## src/rtl/espp_pkg.sv

```systemverilog
// shared types, constants and the control program of the speed controller
package espp_pkg;

  // register indexes on the configuration port
  localparam logic [2:0] CfgKp         = 3'd0;
  localparam logic [2:0] CfgKd         = 3'd1;
  localparam logic [2:0] CfgKi         = 3'd2;
  localparam logic [2:0] CfgPwmPeriod  = 3'd3;
  localparam logic [2:0] CfgSampleMs   = 3'd4;
  localparam logic [2:0] CfgDerivScale = 3'd5;

  // register reset values
  localparam logic [15:0] KpRst         = 16'd8;
  localparam logic [15:0] KdRst         = 16'd10;
  localparam logic [15:0] KiRst         = 16'd1;
  localparam logic [15:0] PwmPeriodRst  = 16'd8000;
  localparam logic [9:0]  SampleMsRst   = 10'd25;
  localparam logic [9:0]  DerivScaleRst = 10'd40;

  // integral scaling divisor (milliseconds per second)
  localparam int unsigned DivConst = 1000;
  localparam int unsigned RemW     = $clog2(DivConst);

  // the divide runs one 16-bit digit per loop pass over a 64-bit magnitude
  localparam int unsigned DigitW    = 16;
  localparam int unsigned DivDigits = 4;
  localparam int unsigned DivW      = DigitW * DivDigits;
  localparam int unsigned DivXW     = RemW + DigitW;

  // ceil(2^36 / 1000): exact digit estimate for any partial dividend below 1000 * 2^16
  localparam int unsigned RecipShift = 36;
  localparam logic [26:0] DivRecip   = 27'd68719477;

  // product width of the shared multiplier
  localparam int unsigned ProdW = 61;
  localparam int unsigned CntW  = $clog2(DivDigits);

  typedef logic [3:0]      step_t;
  typedef logic [CntW-1:0] cnt_t;

  typedef enum logic [2:0] {
    MUL_NONE,
    MUL_KP_ERR,
    MUL_KD_DS,
    MUL_GAIN_DELTA,
    MUL_KI_SM,
    MUL_GAIN_ERR
  } mul_op_e;

  typedef enum logic [1:0] {
    ACC_NONE,
    ACC_ADD_PROD,
    ACC_ADD_INTEG
  } acc_op_e;

  typedef enum logic [3:0] {
    DP_NONE,
    DP_LOAD_ERR,
    DP_DELTA_LD,
    DP_GAIN_LD,
    DP_DIV_LOAD,
    DP_DIV_EST,
    DP_DIV_STEP,
    DP_DIV_SIGN,
    DP_INTEG_ADD,
    DP_CLAMP
  } dp_op_e;

  // one control word
  typedef struct packed {
    mul_op_e mul_op;
    acc_op_e acc_op;
    dp_op_e  dp_op;
    logic    cnt_load;
    logic    jump;
    step_t   target;
    logic    last;
  } ucw_t;

  localparam ucw_t UcwNop = '{
    mul_op:   MUL_NONE,
    acc_op:   ACC_NONE,
    dp_op:    DP_NONE,
    cnt_load: 1'b0,
    jump:     1'b0,
    target:   4'd0,
    last:     1'b0
  };

  localparam step_t StepDivLoop = 4'd9;

  // control program of one sample tick
  function automatic ucw_t ucode_rom(input step_t addr);
    ucw_t w;
    w = UcwNop;
    unique case (addr)
      4'd0:  w.dp_op = DP_LOAD_ERR;
      4'd1: begin
        w.mul_op = MUL_KP_ERR;
        w.dp_op  = DP_DELTA_LD;
      end
      4'd2: begin
        w.acc_op = ACC_ADD_PROD;
        w.mul_op = MUL_KD_DS;
      end
      4'd3:  w.dp_op = DP_GAIN_LD;
      4'd4:  w.mul_op = MUL_GAIN_DELTA;
      4'd5: begin
        w.acc_op = ACC_ADD_PROD;
        w.mul_op = MUL_KI_SM;
      end
      4'd6:  w.dp_op = DP_GAIN_LD;
      4'd7:  w.mul_op = MUL_GAIN_ERR;
      4'd8: begin
        w.dp_op    = DP_DIV_LOAD;
        w.cnt_load = 1'b1;
      end
      4'd9:  w.dp_op = DP_DIV_EST;
      4'd10: begin
        w.dp_op  = DP_DIV_STEP;
        w.jump   = 1'b1;
        w.target = StepDivLoop;
      end
      4'd11: w.dp_op = DP_DIV_SIGN;
      4'd12: w.dp_op = DP_INTEG_ADD;
      4'd13: w.acc_op = ACC_ADD_INTEG;
      4'd14: begin
        w.dp_op = DP_CLAMP;
        w.last  = 1'b1;
      end
      default: w = UcwNop;
    endcase
    return w;
  endfunction

endpackage

```

## src/rtl/espp_seq.sv

```systemverilog
// microprogram sequencer: step counter, loop counter and control store
module espp_seq (
  input  logic             clk_i,
  input  logic             rst_ni,
  input  logic             start_i,
  input  logic             hold_i,
  output espp_pkg::ucw_t   ctrl_o,
  output logic             busy_o
);

  logic                 busy_q, busy_d;
  espp_pkg::step_t      step_q, step_d;
  espp_pkg::cnt_t       cnt_q, cnt_d;
  espp_pkg::ucw_t       ucw;

  assign ucw    = espp_pkg::ucode_rom(step_q);
  assign ctrl_o = busy_q ? ucw : espp_pkg::UcwNop;
  assign busy_o = busy_q;

  always_comb begin
    busy_d = busy_q;
    step_d = step_q;
    cnt_d  = cnt_q;
    if (start_i) begin
      busy_d = 1'b1;
      step_d = '0;
    end else if (busy_q) begin
      priority if (ucw.last) begin
        if (!hold_i) begin
          busy_d = 1'b0;
        end
      end else if (ucw.jump && (cnt_q != '0)) begin
        step_d = ucw.target;
        cnt_d  = cnt_q - 1'b1;
      end else begin
        step_d = step_q + 1'b1;
      end
      if (ucw.cnt_load) begin
        cnt_d = espp_pkg::cnt_t'(espp_pkg::DivDigits - 1);
      end
    end
  end

  always_ff @(posedge clk_i or negedge rst_ni) begin
    if (!rst_ni) begin
      busy_q <= 1'b0;
      step_q <= '0;
      cnt_q  <= '0;
    end else begin
      busy_q <= busy_d;
      step_q <= step_d;
      cnt_q  <= cnt_d;
    end
  end

endmodule

```

## config.mk

```make
export PLATFORM = sky130hd
export DESIGN_NAME = espp_seq
export DESIGN_NICKNAME = d
export VERILOG_FILES = /design/src/rtl/espp_pkg.sv /design/src/rtl/espp_seq.sv
export SDC_FILE = /design/constraint.sdc
export NUM_CORES = 1
export LEC_CHECK = 0
export ABC_AREA = 1
export BUFFER_PORTS_ARGS = -buffer_cell sky130_fd_sc_hd__buf_2
export CORE_MARGIN = 3
export CORE_UTILIZATION = 35
export CTS_BUF_LIST = sky130_fd_sc_hd__clkbuf_16
export DETAILED_ROUTE_END_ITERATION = 10
export PLACE_DENSITY_LB_ADDON = 0.08
export SLEW_MARGIN = 20
export SYNTH_ARGS = -nofsm -noshare
export SYNTH_HDL_FRONTEND = slang
export SYNTH_SLANG_ARGS = --single-unit
```

## constraint.sdc

```tcl
create_clock -name clk_i -period 3.7 [get_ports clk_i]
set_input_delay 0 -clock clk_i [delete_from_list [all_inputs] [get_ports clk_i]]
set_output_delay 0 -clock clk_i [all_outputs]
set_load 0.1 [all_outputs]
```

==> results of run 1 <==
[worst min path at each step]
stage                      start  depth (start not counted)     end
final                     hold_i                          3  busy_o
after CTS                 hold_i                          3  busy_o
after floorplan           rst_ni                          0  busy_o
after detailed placement  rst_ni                          1  busy_o
after global routing      hold_i                          3  busy_o
after global placement    rst_ni                          1  busy_o
[final cells by class]
type                       instances  area [µm²]  area share
tap                               27        33.8      0.0374
clock buffer                       3        75.1      0.0831
timing repair buffer              19         100       0.111
sequential                         7         175       0.194
clock inverter                     1        3.75     0.00416
multi-input combinational         79         453       0.501
inverter                          16        62.6      0.0693
[state kept, by name, summed over array words and instances (netlist names)]
name    flops
busy_o      1
cnt_q       2
step_q      4
[cell usage after synthesis, drive strengths merged]
| cell | n | share of area |
|---|---|---|
| nand2 | 37 | 0.22 |
| xor2 | 1 | 0.012 |
| nand4 | 2 | 0.025 |
| a21oi | 3 | 0.020 |
| ha | 6 | 0.10 |
| a211oi | 1 | 0.010 |
| o21ai | 3 | 0.025 |
| o211ai | 1 | 0.010 |
| buf | 7 | 0.073 |
| conb | 1 | 0.0051 |
| nand3 | 9 | 0.078 |
| nor2 | 11 | 0.079 |
| dfrtp | 7 | 0.24 |
| inv | 16 | 0.084 |
| a31oi | 1 | 0.0085 |
| nor3 | 2 | 0.014 |
[power by group through the flow]
stage                     clock network, mW  logic (mW)  registers (mW)
after floorplan                           0       0.109          0.0857
after global placement                    0       0.123          0.0887
after detailed placement                  0       0.123          0.0889
after CTS                             0.184       0.124          0.0880
after global routing                  0.189       0.133          0.0889
final                                 0.178       0.123          0.0883
[worst min-delay path, cell delays in order]
cell     delay, ns
buf_2         0.08
nand2_1       0.04
nand2_1       0.07
[logic make-up (layout without fill, tap and decap cells)]
logic type,count (synthesis),after routing,synth area share
compound gates,9,9,0.0743
simple gates,61,61,0.414
xor+xnor,1,1,0.0118
fa+ha+maj,6,6,0.101
other cells,1,2,0.00506
flops,7,7,0.236
buf+inv,23,39,0.157
[per-layer routing]
layer | wire (µm) | vias to the layer above | share of wire | GRT usage
met5 | 0 | - | 0 | 0
met4 | 0 | 0 | 0 | 0.0655
met3 | 58 | 0 | 0.036 | 0.00860
met2 | 856 | 15 | 0.53 | 0.247
met1 | 689 | 320 | 0.43 | 0.163
li1 | - | 366 | - | -
[timing repair]
action,in CTS,in global routing
hold buffers,1,0
setup buffers,0,0
hold endpoints to repair,7,0
gates resized for setup,0,0
[per-stage QoR]
step | instances | setup slack, ns
2_1_floorplan | 109 | 0.317
3_3_place_gp | 147 | 2.05
3_5_place_dp | 147 | 1.99
4_1_cts | 152 | 1.74
5_1_grt | 152 | 1.63
6_report | 152 | 1.75
==> summary.md, run 1 <==
| Metric | Value |
|---|---|
| RR Startpoint | step_q[0] |
| Reg power frac | 0.226 |
| First drt pass iteration count | 4 |
| Worst path bufs/invs | 2 |
| Leak | 0.540 nW |
| Max IR drop VDD | 324 µV |
| Yosys cell types | 27 |
| Synthesized instance count | 108 |
| Clk pwr share | 0.457 |
| Critical Path Start Type | register |
| R2R Setup Slk | 2.16 ns |
| Ant. Diodes | 0 |
| Fin area | 903 µm² |
| CP Capture Point | ctrl_o[7] |
| Rows | 16 |
| Switching power | 0.144 mW |
| Worst hold path class | in -> reg |
| Final setup fails | 0 |
| Share of cells above drive strength 1 | 0.288 |
| Area growth syn-to-layout | 22.0% |
| Root buffer cell | clkbuf_16 |
| Crit path depth | 7 |
| Final setup skew | 0.00247 ns |
| Crit Path Category | reg -> out |
| Synthesized flop and latch total | 7 |
| TritonCTS clock tree | done |
| Detail-routed net length per standard cell | 10.6 µm |
| Vias | 701 |
| R2R Path End | cnt_q[1] |
| RSZ-0062 raised after global routing | no |
| Largest net degree at the start of global routing | 13 |
| CP max stage delay | 0.43 ns |
| P_int | 0.246 mW |
| Initial antenna violation count | 0 |
| Crit path top cell by count | nor2_1 |
| GPL Wtd Cong | 0.768 |
| Vias in the first global route | 687 |
| Max-slew violations | 0 |
| Final Hold Vio Count | 1 |
| CTS H-Tree Depth | 1 |
| Synthesized area | 741 µm² |
| CTS clk-pin slew, worst paths | 0.04 ns |
| Crit Path Max Fanout | 7 |
| Final core utilization | 0.456 |
| Cell-by-cell trace of the critical path | inv_1 -> ha_1 -> nand3_4 -> nand3_1 -> nor2_1 -> nor2_1 -> buf_2 |
| Global-route wire length before repair | 2820 µm |
| Buffer depth of the longest clock path | 2 |
| I/O pins | 21 |
| Die span in y | 52.0 µm |
| Dpl cell area | 815 µm² |
| Chip width | 52.0 µm |
| Drt drc | 0 |
| Gr ovfl total | 0 |
| Status | finished with violations |
| Nets | 136 |
| Hold WS | -0.00153 ns |
| Failing checks | hold timing |
| Total Power | 0.390 mW |
| First-iteration detailed-routing DRC count | 13 |
| Synthesized area per cell | 6.86 µm² |
| Commonest non-fill, non-tap cells in the layout | nand2_1, buf_2, inv_1 |
| Power share of the combinational group | 0.316 |
| WL final | 1600 µm |
| Synth Warn # | 0 |
| Total Die Area | 2700 µm² |
| Fill cells | 224 |
| PD cells | 432 nW/µm² |
| Clock sink total | 7 |
| Antenna viol nets, final | 0 |
| Worst setup path startpoint | step_q[0] |
| Core area | 1980 µm² |
| PortBufs | 18 |
| Total Neg Setup Slack | 0 ns |
| Sequential-to-total area share from yosys stat | 0.236 |
| Initial Util | 0.374 |
| Largest delay share family, worst path | buffers and inverters |
| GR Util All Layers | 0.137 |
| Clock Latency Late Sink | 0.23 ns |
| Max Cap Viol | 0 |
| Period minus WS final | 1.95 ns |
| Required @ worst endpoint | 3.70 ns |
| Critical Path Sink Type | output port |
| Number of CTS-inserted buffers | 3 |
| Via density | 4.61 |
| Switching portion of total power | 0.369 |
| Most common cell after layout, fill and taps aside | nand2_1 |
| Fin crit share | 0.528 |
| Arr. time, crit path | 1.95 ns |
| Worst path slowest cell | dfrtp_1 |
| Cells on worst reg2reg path | 8 |
| Hpwl dp | 1280 µm |
| Peak Freq | 512 MHz |
Power figures use the tool's default switching activity.
==> run 2, diff against run 1 <==
Clock period 3.7 ns to 1.75 ns, I/O delays scaled along.
==> run 2 against run 1 <==
Effect of this change: the run now ends clean; largest cell class unchanged; critical path type unchanged; non-clock buffer count grew 4; critical endpoint is now ctrl_o[15]; power grew 140%; cell count is 2.6% higher; clock skew fell by 0.0017 ns; combinational power grew to 2.9 times the previous value.
==> summary.md, run 2 (synthesis gave the netlist of run 1 again) <==
| Metric | Value |
|---|---|
| Status | complete, no violations |
| Crit Path Category | reg -> out |
| RSZ-0062 raised after global routing | no |
| Gr ovfl total | 0 |
| GPL Wtd Cong | 0.853 |
| Fill cells | 165 |
| Hold Crit Endpoint | step_q[0] |
| First drt pass iteration count | 3 |
| Total Power | 0.921 mW |
| PD cells | 721 nW/µm² |
| Max-slew violations | 0 |
| WL final | 1660 µm |
| Arr. time, crit path | 1.65 ns |
| Hold depth | 4 |
| Hpwl dp | 1430 µm |
| Antenna viol nets, final | 0 |
| Nets | 140 |
| Area growth syn-to-layout | 72.5% |
| Clock Latency Late Sink | 0.23 ns |
| Final core utilization | 0.645 |
| Number of CTS-inserted buffers | 3 |
| Final setup skew | 0.000786 ns |
| Crit Path Max Fanout | 4 |
| CTS clk-pin slew, worst paths | 0.03 ns |
| Core area | 1980 µm² |
| Largest net degree at the start of global routing | 12 |
| Dpl cell area | 1160 µm² |
| Cells on worst reg2reg path | 8 |
| Initial Util | 0.374 |
| Max Cap Viol | 0 |
| Place WS | 0.233 ns |
| Via density | 4.60 |
| Ant. Diodes | 0 |
| Fin crit share | 0.943 |
| Leak | 0.603 nW |
| Worst hold start | start_i |
| Die span in y | 52.0 µm |
| Share of cells above drive strength 1 | 0.473 |
| Final setup fails | 0 |
| Max reg flops | 4 |
| Total Die Area | 2700 µm² |
| First-iteration detailed-routing DRC count | 7 |
| RR Startpoint | step_q[0] |
| Global-route wire length before repair | 3000 µm |
| Drt drc | 0 |
| Chip width | 52.0 µm |
| Total Neg Setup Slack | 0 ns |
| Final Hold Vio Count | 0 |
| Peak Freq | 606 MHz |
| Commonest non-fill, non-tap cells in the layout | nand2_1, buf_12, inv_1 |
| Clock sink total | 7 |
| Max IR drop VDD | 791 µV |
| PortBufs | 18 |
| R2R Path End | cnt_q[1] |
| TritonCTS clock tree | done |
| Detail-routed net length per standard cell | 10.6 µm |
| Placed cell count | 150 |
| Vias in the first global route | 736 |
| Period minus WS final | 1.65 ns |
| Root buffer cell | clkbuf_16 |
| Buffer depth of the longest clock path | 2 |
| Hold WS | 0.113 ns |
| Critical Path Start Type | register |
| Worst hold path class | in -> reg |
| Non-filler cells, final | 156 |
| Final setup margin | 0.0990 ns |
| CTS H-Tree Depth | 1 |
| Most common cell after layout, fill and taps aside | nand2_1 |
| GR Util All Layers | 0.150 |
| Required @ worst endpoint | 1.75 ns |
| Initial antenna violation count | 0 |
| R2R Setup Slk | 0.41 ns |
| I/O pins | 21 |
| Critical Path Sink Type | output port |
| Biggest register | step_q |
| Vias | 717 |
| Fin area | 1280 µm² |
| Setup bufs post-CTS | 0 |
| Rows | 16 |
==> run 2: cell count changes in the layout (fill, tap and decap cells not counted), moves of 3 or more <==
| cell | previous run | this run |
|---|---|---|
| ha_2 | 0 | 3 |
| buf_4 | 0 | 3 |
| nor2_4 | 2 | 5 |
| dfrtp_1 | 7 | 4 |
| buf_12 | 0 | 14 |
| nor2_2 | 1 | 4 |
| nor2_1 | 8 | 2 |
| ha_1 | 6 | 2 |
| buf_2 | 18 | 4 |
==> run 2: critical path: stages, from the launching register on <==
cell and delay (ns):
dfrtp_2 0.43, inv_1 0.14, ha_2 0.22, inv_1 0.11, a211oi_4 0.31, buf_12 0.21
==> run 2: layout make-up <==
class | count | area, µm² | area share
clock buffers | 3 | 75.1 | 0.0588
clock inverters | 1 | 3.75 | 0.00294
well taps | 27 | 33.8 | 0.0264
multi-input cells | 79 | 578 | 0.452
repair buffers | 23 | 343 | 0.268
inverters | 16 | 62.6 | 0.0490
flip-flops and latches | 7 | 181 | 0.142
==> run 2: per-layer routing <==
metal  vias up  share of wire  routed length, µm  global-route usage
met5         -              0                  0                   0
met2        16           0.52                860               0.278
met4         0          0.029                 48              0.0917
met3         7          0.036                 59              0.0287
li1        370              -                  -                   -
met1       324           0.42                692               0.152
==> run 2: worst max path at each step <==
stage,startpoint,to,slack (ns),depth (start not counted)
after detailed placement,step_q[0],ctrl_o[7],0.23,8
after floorplan,step_q[0],ctrl_o[4],0.005,5
after global routing,step_q[1],ctrl_o[15],0.0002,5
final,step_q[1],ctrl_o[15],0.1,5
after CTS,step_q[0],ctrl_o[7],0.01,8
after global placement,step_q[0],ctrl_o[7],0.27,8
==> run 2: repair_timing <==
item,in CTS,in global routing
endpoints found under the setup margin,1,9
resized for setup,1,8
hold buffers,2,0
endpoints found under the hold margin,8,0
==> run 2: power breakdown <==
part,internal (mW),switching [mW]
registers,0.174,0.0119
logic,0.118,0.239
clock network,0.297,0.0815
total,0.588,0.332
